<file path="config.mk">
export PLATFORM = sky130hd
export DESIGN_NAME = yuv_to_rgb565_pair
export DESIGN_NICKNAME = d
export VERILOG_FILES = /design/src/rtl/y2rgb_pkg.sv /design/src/rtl/y2rgb_lane.sv /design/src/rtl/yuv_to_rgb565_pair.sv
export VERILOG_INCLUDE_DIRS = /design/src /design/src/rtl
export SDC_FILE = /design/constraint.sdc
export NUM_CORES = 1
export LEC_CHECK = 0
export BUFFER_PORTS_ARGS = -buffer_cell sky130_fd_sc_hd__buf_2
export CAP_MARGIN = 20
export CORE_AREA = 3 3 175 177
export DETAILED_ROUTE_END_ITERATION = 8
export DIE_AREA = 0 0 178 180
export HOLD_SLACK_MARGIN = 0.1
export MAX_ROUTING_LAYER = met4
export PLACE_DENSITY = 0.65
export SYNTH_ARGS = -nofsm -noshare
export SYNTH_HDL_FRONTEND = slang
export SYNTH_SLANG_ARGS = --single-unit
</file>
<file path="constraint.sdc">
create_clock -name clk -period 3.3 [get_ports clk]
set_input_delay 0.33 -clock clk [delete_from_list [all_inputs] [get_ports clk]]
set_output_delay 0.33 -clock clk [all_outputs]
set_load 0.03 [all_outputs]
</file>
<file path="src/rtl/yuv_to_rgb565_pair_macros.svh">
// ---------------------------------------------------------------------------
// yuv_to_rgb565_pair assertion macros
// Shared concurrent assertion forms, clocked on clk and disabled in reset.
// ---------------------------------------------------------------------------
`ifndef YUV_TO_RGB565_PAIR_MACROS_SVH
`define YUV_TO_RGB565_PAIR_MACROS_SVH

// Same-cycle implication.
`define Y2RGB_ASSERT_NOW(label, cond, prop, msg) \
    label: assert property (@(posedge clk) disable iff (!rst_n) (cond) |-> (prop)) \
        else $error(msg);

// Next-cycle implication.
`define Y2RGB_ASSERT_NEXT(label, cond, prop, msg) \
    label: assert property (@(posedge clk) disable iff (!rst_n) (cond) |=> (prop)) \
        else $error(msg);

`endif

</file>
<file path="src/rtl/y2rgb_pkg.sv">
// ---------------------------------------------------------------------------
// y2rgb_pkg
// Coefficients, shared types and the channel clamp of the YUV to RGB565 block.
// ---------------------------------------------------------------------------
package y2rgb_pkg;

    // Fixed-point coefficients, scaled by 256.
    localparam logic signed [17:0] COEF_Y  = 18'sd298;
    localparam logic signed [17:0] COEF_UB = 18'sd517;
    localparam logic signed [16:0] COEF_UG = 17'sd100;
    localparam logic signed [16:0] COEF_VG = 17'sd208;
    localparam logic signed [16:0] COEF_VR = 17'sd409;

    // Video-range luma offset.
    localparam logic signed [8:0] LUMA_OFS = 9'sd16;

    // Chroma contributions shared by both lanes.
    typedef struct packed {
        logic signed [17:0] blue;   // 517 * U
        logic signed [16:0] green;  // 100 * U + 208 * V, subtracted
        logic signed [16:0] red;    // 409 * V
    } chroma_terms_t;

    // Divide a channel sum by 256 with truncation toward zero, then clamp
    // to 0..255. Any negative sum ends at zero either way.
    function automatic logic [7:0] clamp_channel(input logic signed [19:0] sum);
        logic [7:0] res;
        if (sum[19])
        begin
            res = 8'd0;
        end
        else if (sum[18:16] != 3'd0)
        begin
            res = 8'hFF;
        end
        else
        begin
            res = sum[15:8];
        end
        return res;
    endfunction

endpackage

</file>
<file path="src/rtl/y2rgb_lane.sv">
// ---------------------------------------------------------------------------
// y2rgb_lane
// One pixel lane: adds the luma term to the shared chroma terms, clamps each
// channel and packs the result as RGB565.
// ---------------------------------------------------------------------------
module y2rgb_lane
    import y2rgb_pkg::*;
(
    input  logic signed [17:0] luma_term,
    input  chroma_terms_t      terms,
    output logic [15:0]        pixel
);

    logic signed [19:0] luma_ext;
    logic signed [19:0] sum_blue;
    logic signed [19:0] sum_green;
    logic signed [19:0] sum_red;
    logic [7:0]         chan_b;
    logic [7:0]         chan_g;
    logic [7:0]         chan_r;

    // Channel sums, sign-extended to a common width.
    assign luma_ext  = $signed({{2{luma_term[17]}}, luma_term});
    assign sum_blue  = luma_ext + $signed({{2{terms.blue[17]}}, terms.blue});
    assign sum_green = luma_ext - $signed({{3{terms.green[16]}}, terms.green});
    assign sum_red   = luma_ext + $signed({{3{terms.red[16]}}, terms.red});

    // Scale, clamp and pack R[15:11] G[10:5] B[4:0].
    assign chan_b = clamp_channel(sum_blue);
    assign chan_g = clamp_channel(sum_green);
    assign chan_r = clamp_channel(sum_red);
    assign pixel  = {chan_r[7:3], chan_g[7:2], chan_b[7:3]};

endmodule

</file>
<file path="src/rtl/yuv_to_rgb565_pair.sv">
// ---------------------------------------------------------------------------
// yuv_to_rgb565_pair
// Converts a pair of video-range YUV pixels sharing one chroma pair to RGB565.
// ---------------------------------------------------------------------------
// Usage:
//   The input channel (pix_valid / pix_ready) carries one request: two luma
//   samples and the shared U and V samples. The output channel
//   (pair_valid / pair_ready) returns packed_pair, first pixel in bits 15:0
//   and second pixel in bits 31:16, one result per request, in order.
//   The datapath has two register stages: the first holds the luma and
//   chroma products, the second is the output register fed by two lanes
//   that form the sums, clamp and pack. An accepted request passes through
//   the product stage and then the output register, where it raises
//   pair_valid. Throughput is one pixel pair per cycle, set by the pipeline
//   advancing every cycle that the output is taken.
//   When the receiver stalls, the output register holds its result, the
//   product stage fills, and then pix_ready drops until pair_ready returns.
//   Reset empties both stages; no result is pending afterward.
// ---------------------------------------------------------------------------
`include "yuv_to_rgb565_pair_macros.svh"

module yuv_to_rgb565_pair
    import y2rgb_pkg::*;
(
    input  logic        clk,
    input  logic        rst_n,
    input  logic        pix_valid,
    output logic        pix_ready,
    input  logic [7:0]  luma_first,
    input  logic [7:0]  luma_second,
    input  logic [7:0]  chroma_blue,
    input  logic [7:0]  chroma_red,
    output logic        pair_valid,
    input  logic        pair_ready,
    output logic [31:0] packed_pair
);

    logic signed [8:0]  ys_first;
    logic signed [8:0]  ys_second;
    logic signed [7:0]  us;
    logic signed [7:0]  vs;
    logic signed [17:0] luma_first_next;
    logic signed [17:0] luma_second_next;
    chroma_terms_t      terms_next;

    logic signed [17:0] luma_first_reg;
    logic signed [17:0] luma_second_reg;
    chroma_terms_t      terms_reg;
    logic               s1_valid_reg;
    logic               s1_valid_next;

    logic [15:0]        pixel_first;
    logic [15:0]        pixel_second;
    logic [31:0]        packed_reg;
    logic               out_valid_reg;
    logic               out_valid_next;

    logic               out_adv;
    logic               s1_load;

    // Remove offsets; offset-binary chroma becomes signed by flipping its MSB.
    assign ys_first  = $signed({1'b0, luma_first}) - LUMA_OFS;
    assign ys_second = $signed({1'b0, luma_second}) - LUMA_OFS;
    assign us        = $signed({~chroma_blue[7], chroma_blue[6:0]});
    assign vs        = $signed({~chroma_red[7], chroma_red[6:0]});

    // Stage one products.
    assign luma_first_next  = $signed({{9{ys_first[8]}}, ys_first}) * COEF_Y;
    assign luma_second_next = $signed({{9{ys_second[8]}}, ys_second}) * COEF_Y;
    assign terms_next.blue  = $signed({{10{us[7]}}, us}) * COEF_UB;
    assign terms_next.green = $signed({{9{us[7]}}, us}) * COEF_UG
                            + $signed({{9{vs[7]}}, vs}) * COEF_VG;
    assign terms_next.red   = $signed({{9{vs[7]}}, vs}) * COEF_VR;

    // Pipeline flow control: a stage loads when it is empty or drains.
    assign out_adv   = !out_valid_reg || pair_ready;
    assign s1_load   = !s1_valid_reg || out_adv;
    assign pix_ready = s1_load;

    always_comb
    begin
        s1_valid_next  = s1_valid_reg;
        out_valid_next = out_valid_reg;
        if (s1_load)
        begin
            s1_valid_next = pix_valid;
        end
        if (out_adv)
        begin
            out_valid_next = s1_valid_reg;
        end
    end

    always_ff @(posedge clk or negedge rst_n)
    begin
        if (!rst_n)
        begin
            s1_valid_reg  <= 1'b0;
            out_valid_reg <= 1'b0;
        end
        else
        begin
            s1_valid_reg  <= s1_valid_next;
            out_valid_reg <= out_valid_next;
        end
    end

    // Product stage payload.
    always_ff @(posedge clk)
    begin
        if (pix_valid && s1_load)
        begin
            luma_first_reg  <= luma_first_next;
            luma_second_reg <= luma_second_next;
            terms_reg       <= terms_next;
        end
    end

    // Two conversion lanes share the chroma terms.
    y2rgb_lane u_lane_first
    (
        .luma_term (luma_first_reg),
        .terms     (terms_reg),
        .pixel     (pixel_first)
    );

    y2rgb_lane u_lane_second
    (
        .luma_term (luma_second_reg),
        .terms     (terms_reg),
        .pixel     (pixel_second)
    );

    // Merge the lanes into the output register.
    always_ff @(posedge clk)
    begin
        if (s1_valid_reg && out_adv)
        begin
            packed_reg <= {pixel_second, pixel_first};
        end
    end

    assign pair_valid  = out_valid_reg;
    assign packed_pair = packed_reg;

    // Assertions.
    `Y2RGB_ASSERT_NOW(a_stall_blocks_input,
        s1_valid_reg && out_valid_reg && !pair_ready, !pix_ready,
        "input accepted while both stages are full and stalled")
    `Y2RGB_ASSERT_NOW(a_empty_stage_ready, !s1_valid_reg, pix_ready,
        "empty product stage refuses a request")
    `Y2RGB_ASSERT_NEXT(a_accept_fills_s1, pix_valid && pix_ready, s1_valid_reg,
        "accepted request lost before the product stage")
    `Y2RGB_ASSERT_NEXT(a_s1_reaches_output,
        s1_valid_reg && (!out_valid_reg || pair_ready), out_valid_reg,
        "product stage drained without filling the output")

endmodule
</file>
* After elaboration in Yosys (flattened, before gate mapping)
Cells that the tools add are included.
** Operators by class
- Add/sub/neg operators :: 9
- $mul :: 6
- Multiplexer cells :: 6
- Bitwise gates (word level) :: 2
- Reduce and logical (&&, ||, !) cells :: 12
** Operator list (count)
- $mux 8 :: 6
- $add 18x17->19 :: 2
- $add 18x18->19 :: 2
- $sub 18x17->19 :: 2
- $mul 9x9->17 const B :: 2
- $mul 8x11->18 const B :: 1
- $reduce_bool 3->1 :: 6
- $sub 8x5->9 const B :: 2
- $add 16x17->17 :: 1
- $mul 8x10->17 const B :: 1
- $mul 8x6->14 const B :: 1
- $mul 8x5->13 const B :: 1
- $logic_and 1x1->1 :: 2
- $logic_not 1->1 :: 2
- $logic_or 1x1->1 :: 2
- $not 1->1 :: 2
** Storage, ports and cells
- Register bits :: 120
- Input bits :: 36
- Output and inout port bits :: 34
- Word-level logic and storage cells :: 48

* Logic depth before layout (Yosys ltp)
Gate-level depths: netlist of run 1.
- Word-level depth :: 4
- Mapped depth :: 20

* Modules after synthesis
A second synthesis of run 1 with hierarchy kept.
** Second synthesis, totals
- Cells, all modules :: 1383
- Area total of the unflattened synthesis :: 13849.5 µm²
** By module, submodules not included
- yuv_to_rgb565_pair :: times used 1, cells each 869, area each 10025.9 µm², sequential area each 3473.3 µm²
- y2rgb_lane :: times used 2, cells each 257, area each 1911.8 µm², sequential area each 0.0 µm²

* Worst setup path before layout of run 1
OpenSTA, ideal clock, no wires.
- Kind :: input to register
- Start :: input luma_second[4]
- End :: register luma_second_reg[17], data pin
- Setup time :: 0.297 ns
- Arrival time :: 4.574 ns
- Data required time :: 3.003 ns
- Path slack :: -1.571 ns
- Stages on the path :: 17
- Cells stage by stage :: inv_1 ha_1 nor3b_1 ha_1 ha_1 inv_1 fa_1 fa_1 inv_1 ha_1 inv_1 o21ai_0 a21oi_1 o21a_1 o21ai_0 o41ai_1 xnor2_1
** On the way
- Cells in the longest elaborated chain, start to end :: 2
** Ends and longest elaborated chain
- from (decl) :: line yuv_to_rgb565_pair.sv:30 : input logic [7:0] luma_second,
- $sub 8x5->9 :: line yuv_to_rgb565_pair.sv:63 : assign ys_second = $signed({1'b0, luma_second}) - LUMA_OFS;
- $mul 9x9->17 :: line yuv_to_rgb565_pair.sv:69 : assign luma_second_next = $signed({{9{ys_second[8]}}, ys_second}) * COEF_Y;
- net luma_second_next[17] :: line yuv_to_rgb565_pair.sv:43 : logic signed [17:0] luma_second_next;
- to (signal assigned) :: line yuv_to_rgb565_pair.sv:114 : luma_second_reg <= luma_second_next;
- to (decl) :: line yuv_to_rgb565_pair.sv:47 : logic signed [17:0] luma_second_reg;
The timed path passes the listed nets, and every way through them passes these cells.
A chain may end at the register's enable or synchronous reset.

* Final worst setup path of run 1
- Start :: input luma_second[5]
- End :: register luma_second_reg[17], data pin
The elaborated chain is that of the path after synthesis.

==> out/results.ini, run 1 <==
[run_status]
status=finished, violations left
violations=setup timing

[yosys]
ys_types=65
syn_area_per_cell_um2=10.4
synth_area_um2=13100
muxShareOfSynthArea_pct=0.594
yosys.area_share.simple_pct=7.23
ys.flop_type=edfxtp_1
syn_nets=1660
synth_sequential_area_ratio_pct=26.4
synth-adder-area-share_pct=38.4
synth_top_family_by_area=adder cells
synthArstFlopShare_pct=1.74
synth_cells=1254
synth_seq_cells=115
synth_edf_count=113
synth_xor_area_share_pct=7.35
synth-compound-area-share_pct=14.4
synth_warnings=0

[hold_path]
whs_endpoint=pair_valid
min_path_cells=3
worstHoldPathType=in2reg
min_from=pair_ready

[setup_path]
crit_buf_inv=3
critical_path.slowest_cell=fa_1
worstPathArrival_ns=3.70
reg2reg_slack_ns=0.29
path_common_cell=ha_1
reg2reg_to=packed_pair[25]
cp_top_family=adder cells
crit_path_end_kind=flop
crit_chain=buf_6 -> nor3_2 -> xor2_1 -> ha_1 -> ha_1 -> ha_1 -> inv_1 -> fa_1 -> inv_1 -> ha_4 -> a21oi_4 -> o21ai_2 -> a21oi_4 -> o21a_1 -> o21ai_2 -> o41ai_2 -> xnor2_1
critical-path-max-stage-delay_ns=0.54
critPathKind=in2reg
r2r_start=luma_second_reg[4]
cp-start-kind=primary input
worstPathMaxFanout=3
cp_data_required_time_ns=3.46
worst-r2r-cell-count=9

[power_and_ir_drop]
vdd_drop_max_v=0.000379
p_leak_nw=8.06
power_per_cell_area_nw_per_um2=804

[timing]
setup_tns_ns=-2.10
period_share_pct=107
finalSetupViolCount=15
fin_crit_ns=3.54
tightest_slew_ns=1.04
drv_slew=0
setup_slack_ns=-0.237
relSlewSlack_pct=30.4
max_freq_mhz=283
hold_viol_final=0
hold_ws_ns=0.194
clock_skew_ns=0.0112
rsz0062_at_grt=true

[drt]
vias_per_cell=5.09
drt_iter0_drc=372
drt.antenna.violating_nets=0
vias=9802
avgRoutedWirePerCell_um=14.9
drc=0
first_pass_iters=5
wl_um=28700

[global_routing]
grt-ovfl-total=0
antenna_found_initial=0
grt_max_degree=82
first_global_vias=9926
track_usage_pct=18.9
grt_pass1_wl_um=47600

[clock_tree]
cts_tree=done
clock_sinks=115
cts_buffers=17
ctsRootBufferMaster=clkbuf_16
h-tree-depth=4
clockBufferDepth=2
clk_pin_slew_worst_paths_ns=0.06
clock_latency_ns=0.42

[layout]
fillers=2408
finalCoreUtilization_pct=58.3
drive_gt1_share_pct=29.9
largest_register_ffs=47
synthToLayoutAreaGrowth_pct=31.2
final_nets=1929
diodes=0
mostFrequentLayoutCells=ha_1 (268), buf_4 (174), inv_1 (172)
mostFrequentLayoutCell=ha_1

[placement]
port_buffers=69
hpwlAfterDp_um=23300
dp_slack_ns=-0.891
place_congestion=0.902

[floorplanning]
die_w_um=178
fp.coreArea_um2=29400
die_y_um=180
rows=63
start_util_pct=44.4
io_pins=70
die_area_um2=32000

[run]
maxCapViolCount=0

-- Yosys cell counts (3+ instances only) --
library cell    n  area share [%]
o41ai_1         3            0.20
or3_1           3            0.14
a21o_1         33             1.9
o21bai_1       15            0.86
inv_1         194             5.6
a211oi_1        5            0.29
nand2_1        53             1.5
fa_1           52             8.0
a2111oi_4       4            0.84
a221oi_1        3            0.20
o211a_1         3            0.23
or2_2           7            0.34
ha_1          318              30
nand2b_1        7            0.34
nor4_1          4            0.19
xor2_1         30             2.0
o21ai_0        43             1.6
o21a_1         24             1.4
nand3b_1        3            0.17
a21boi_0        4            0.23
nor3_1         23            0.88
nand3_1        10            0.38
and3_1          3            0.14
xnor2_1        77             5.2
edfxtp_1      113              26
nand4_1        11            0.53
o211ai_1        4            0.23
nor2b_1        14            0.67
a31o_2          4            0.27
nor2_1         43             1.2
and2_1          8            0.38
a21oi_1        82             3.1
a31oi_1         8            0.38
-- power breakdown --
part	switching (mW)	internal, mW	total (mW)
Sequential	0.336	2.38	2.72
Combinational	4.76	4.39	9.14
Clock	0.657	1.26	1.91
Total	5.75	8.03	13.8
-- kinds of logic (layout without fill, tap and decap cells) --
| group | count (synthesis) | after routing |
|---|---|---|
| and+or+nand+nor | 193 | 193 |
| DFF | 115 | 115 |
| adders and majority gates | 370 | 370 |
| buffers and inverters | 195 | 476 |
| AOI/OAI and AO/OA | 268 | 268 |
| muxes | 5 | 5 |
| xor gates and xnor gates | 108 | 108 |
-- worst register-to-register path, cell delays in order (launching register included) --
cell and delay [ns]:
edfxtp_1 0.44, ha_1 0.34, a21o_1 0.15, a31oi_1 0.14, o21ai_0 0.19, a31o_2 0.33
a221oi_1 0.47, a21boi_0 0.19, o22ai_1 0.40, a21oi_1 0.10
-- metal layers --
metal | up-vias | global-route usage (%) | part of all wire (%) | wire length [µm]
li1 | 5022 | - | - | -
met1 | 4598 | 24.1 | 46 | 13100
met2 | 148 | 31.5 | 49 | 14200
met3 | 34 | 2.24 | 2.5 | 727
met4 | 0 | 5.44 | 2.3 | 664
met5 | - | - | 0 | 0
-- worst max path at each step --
stage,slack (ns),cells after the start,startpoint,endpoint
finish,-0.24,17,luma_second[5],luma_second_reg[17]
global route,-0.37,19,chroma_red[0],terms_reg[33]
CTS,-0.21,19,luma_first[4],luma_first_reg[15]
global placement,-0.83,21,luma_second[4],luma_second_reg[16]
detailed placement,-0.89,21,luma_second[4],luma_second_reg[16]
floorplan,-0.60,17,luma_second[4],luma_second_reg[17]
-- stage by stage --
step	total power [mW]	instance area (µm²)	cells
2_1_floorplan	8.51	13500	1254
3_3_place_gp	10.9	15500	1870
3_5_place_dp	11.1	15500	1870
4_1_cts	13.4	16700	1917
5_1_grt	14.9	17100	1925
6_report	13.8	17100	1925
-- cell type report --
cell class              instances  area [µm²]  share of cell area, %
flip-flops and latches        115        3440                   20.1
well taps                     390         488                   2.85
repair buffers                251        1840                   10.7
clock buffers                  18         429                   2.50
multi-input cells             944        9980                   58.2
inverters                     194         779                   4.55
clock inverters                13         184                   1.07
-- timing repair --
action | in CTS | in global routing
gates resized for setup | 79 | 53
endpoints found under the hold margin | 3 | 0
endpoints found under the setup margin | 22 | 24
hold buffers | 2 | 0
pin swaps | 98 | 95
buffers inserted | 17 | 10
No activity file was read; power rests on OpenSTA's default activity.
==> inputs of run 2 (changes only) <==
Settings changed: CORE_AREA 3 3 175 177 to 3 3 169 171, DIE_AREA 0 0 178 180 to 0 0 172 174, PLACE_DENSITY 0.65 to 0.69.
==> run 2 against run 1 <==
  * The run still ends with setup timing left
  * Sequential share of layout area barely moved
  * First-iteration DRC count rose by 13%
  * Power barely moved
  * Wire length rose by 3.6%
  * Clock-buffer cell count rose by 2
  * Critical path type unchanged
  * Highest routed layer unchanged
==> out/results.ini, run 2 (synthesis results as in run 1) <==
[clock_tree]
cts_buffers=17  ; unchanged
clock_sinks=115  ; unchanged
clk_pin_slew_worst_paths_ns=0.06  ; about the same
clock_latency_ns=0.42  ; about the same
h-tree-depth=4  ; unchanged
ctsRootBufferMaster=clkbuf_16
clockBufferDepth=2  ; unchanged
cts_tree=done

[setup_path]
path_common_cell=ha_1
worstPathMaxFanout=3  ; unchanged
critical-path-max-stage-delay_ns=0.53  ; about the same
worst-r2r-cell-count=9  ; unchanged
reg2reg_to=packed_pair[24]
cp-start-kind=primary input
r2r_start=luma_second_reg[4]
reg2reg_slack_ns=0.29  ; about the same
crit_chain=buf_12 -> inv_16 -> ha_4 -> xor2_2 -> ha_1 -> ha_1 -> ha_1 -> inv_2 -> fa_1 -> inv_1 -> ha_1 -> a21o_1 -> a21oi_2 -> o21ai_2 -> a21oi_2 -> o21a_1 -> o21ai_2 -> o41ai_2 -> xnor2_1
crit_path_end_kind=flop
cp_data_required_time_ns=3.46  ; about the same
worstPathArrival_ns=3.70  ; about the same
critical_path.slowest_cell=fa_1
critPathKind=in2reg

[timing]
setup_slack_ns=-0.234  ; +0.00346 ns
relSlewSlack_pct=29.4  ; -0.98 points
drv_slew=0  ; unchanged
finalSetupViolCount=15  ; unchanged
hold_viol_final=0  ; unchanged
rsz0062_at_grt=true
fin_crit_ns=3.53  ; -0.00346 ns
period_share_pct=107  ; about the same
max_freq_mhz=283  ; about the same
clock_skew_ns=0.00829  ; -0.00289 ns
tightest_slew_ns=1.06  ; +0.0147 ns

[layout]
mostFrequentLayoutCell=ha_1
diodes=0  ; unchanged
final_nets=1935  ; +0.31%
largest_register_ffs=47  ; unchanged
drive_gt1_share_pct=30.6  ; +0.66 points
synthToLayoutAreaGrowth_pct=31.1  ; about the same
mostFrequentLayoutCells=ha_1 (270), buf_4 (180), inv_1 (165)
finalInstanceArea_um2=17100  ; about the same
finalCoreUtilization_pct=63.4  ; +5.1 points
instances_no_fill=1882  ; -2.2%

[placement]
port_buffers=69  ; unchanged
place_congestion=0.928  ; +2.9%
hpwlAfterDp_um=23800  ; +1.9%
placed_cell_area_um2=15500  ; -0.39%
dp_slack_ns=-0.932  ; -0.0411 ns
dp.cells=1821  ; -2.6%

[drt]
vias_per_cell=5.29  ; +3.8%
vias=9949  ; +1.5%
drt_iter0_drc=420  ; +13%
drt.antenna.violating_nets=0  ; unchanged
drc=0  ; unchanged
wl_um=29700  ; +3.6%
avgRoutedWirePerCell_um=15.8  ; +5.9%
first_pass_iters=5  ; unchanged

[floorplanning]
start_util_pct=48.3  ; +3.9 points
die_area_um2=29900  ; -6.6%
fp.coreArea_um2=27000  ; -8.1%
die_y_um=174  ; -3.3%
die_w_um=172  ; -3.4%
io_pins=70  ; unchanged
rows=60  ; -4.8%

[global_routing]
grt_max_degree=82  ; unchanged
grt-ovfl-total=0  ; unchanged
antenna_found_initial=0  ; unchanged
track_usage_pct=20.5  ; +1.6 points
met3_usage_pct=2.80  ; +0.56 points
busiest_layer=met2
use_met1_pct=25.2  ; +1.1 points
first_global_vias=10078  ; +1.5%
use_met2_pct=35.0  ; +3.5 points
grt_pass1_wl_um=48100  ; +1.1%

[hold_path]
min_from=pix_valid
min_path_cells=2  ; -1
worstHoldPathType=in2reg
whs_endpoint=s1_valid_reg

[run]
maxCapViolCount=0  ; unchanged

[power_and_ir_drop]
power_per_cell_area_nw_per_um2=805  ; +0.17%
vdd_drop_max_v=0.000427  ; +13%
p_leak_nw=8.11  ; +0.60%

[run_status]
violations=setup timing
status=finished, violations left

-- run 2: changes by cell type in the layout (fill, tap and decap cells not counted), sizes merged --
cell | previous run | this run
buf | 249 | 256
clkbuf | 18 | 20
dlygate4sd3 | 2 | 1
inv | 195 | 193
-- run 2: timing repair --
action	CTS	global route
pin swaps	99	69
gates resized for setup	79	66
buffers inserted	24	10
endpoints found under the setup margin	22	23
hold buffers	1	0
endpoints found under the hold margin	2	0
-- run 2: worst max-delay path, delay by kind of cell --
family | cells | cell delay (ns)
xor+xnor | 2 | 0.25
buf+inv | 4 | 0.22
compound gates | 7 | 1.06
fa+ha+maj | 6 | 1.81
-- run 2: metrics by stage --
step                      TNS, ns  power [mW]  hold WS [ns]
after global placement     -17.14        10.9         0.114
after detailed placement   -19.23        11.1         0.121
after CTS                   -2.15        13.4         0.112
final                       -2.23        13.8         0.126
after floorplan             -6.60        8.51        0.0344
after global routing        -4.01        14.9         0.126
-- run 2: area by class of cell --
class | count | area, µm²
Sequential cell | 115 | 3440
Fill cell | 2046 | 9900
Clock inverter | 11 | 161
Tap cell | 341 | 427
Inverter | 194 | 785
Clock buffer | 20 | 437
Timing Repair Buffer | 257 | 1900
Multi-Input combinational cell | 944 | 9970
-- run 2: worst max path at each step --
stage	from	slack (ns)	cells after the start	end
after floorplan	luma_second[4]	-0.60	17	luma_second_reg[17]
after global placement	luma_second[4]	-0.83	21	luma_second_reg[16]
after detailed placement	luma_second[4]	-0.93	21	luma_second_reg[16]
after CTS	luma_second[4]	-0.23	19	luma_second_reg[16]
after global routing	luma_second[4]	-0.36	19	luma_second_reg[17]
final	luma_second[4]	-0.23	19	luma_second_reg[17]
-- run 2: where the power goes --
part / internal, mW / switching, mW / leakage (nW)
sequential: 2.39 / 0.342 / 1.10
combinational: 4.37 / 4.81 / 6.71
clock: 1.25 / 0.631 / 0.293
-- run 2: metal layers --
metal / vias to the layer above / part of all wire [%]
met2: 149 / 51
met1: 4730 / 44
li1: 5019 / -
met5: - / 0
met4: 0 / 2.3
met3: 51 / 2.6
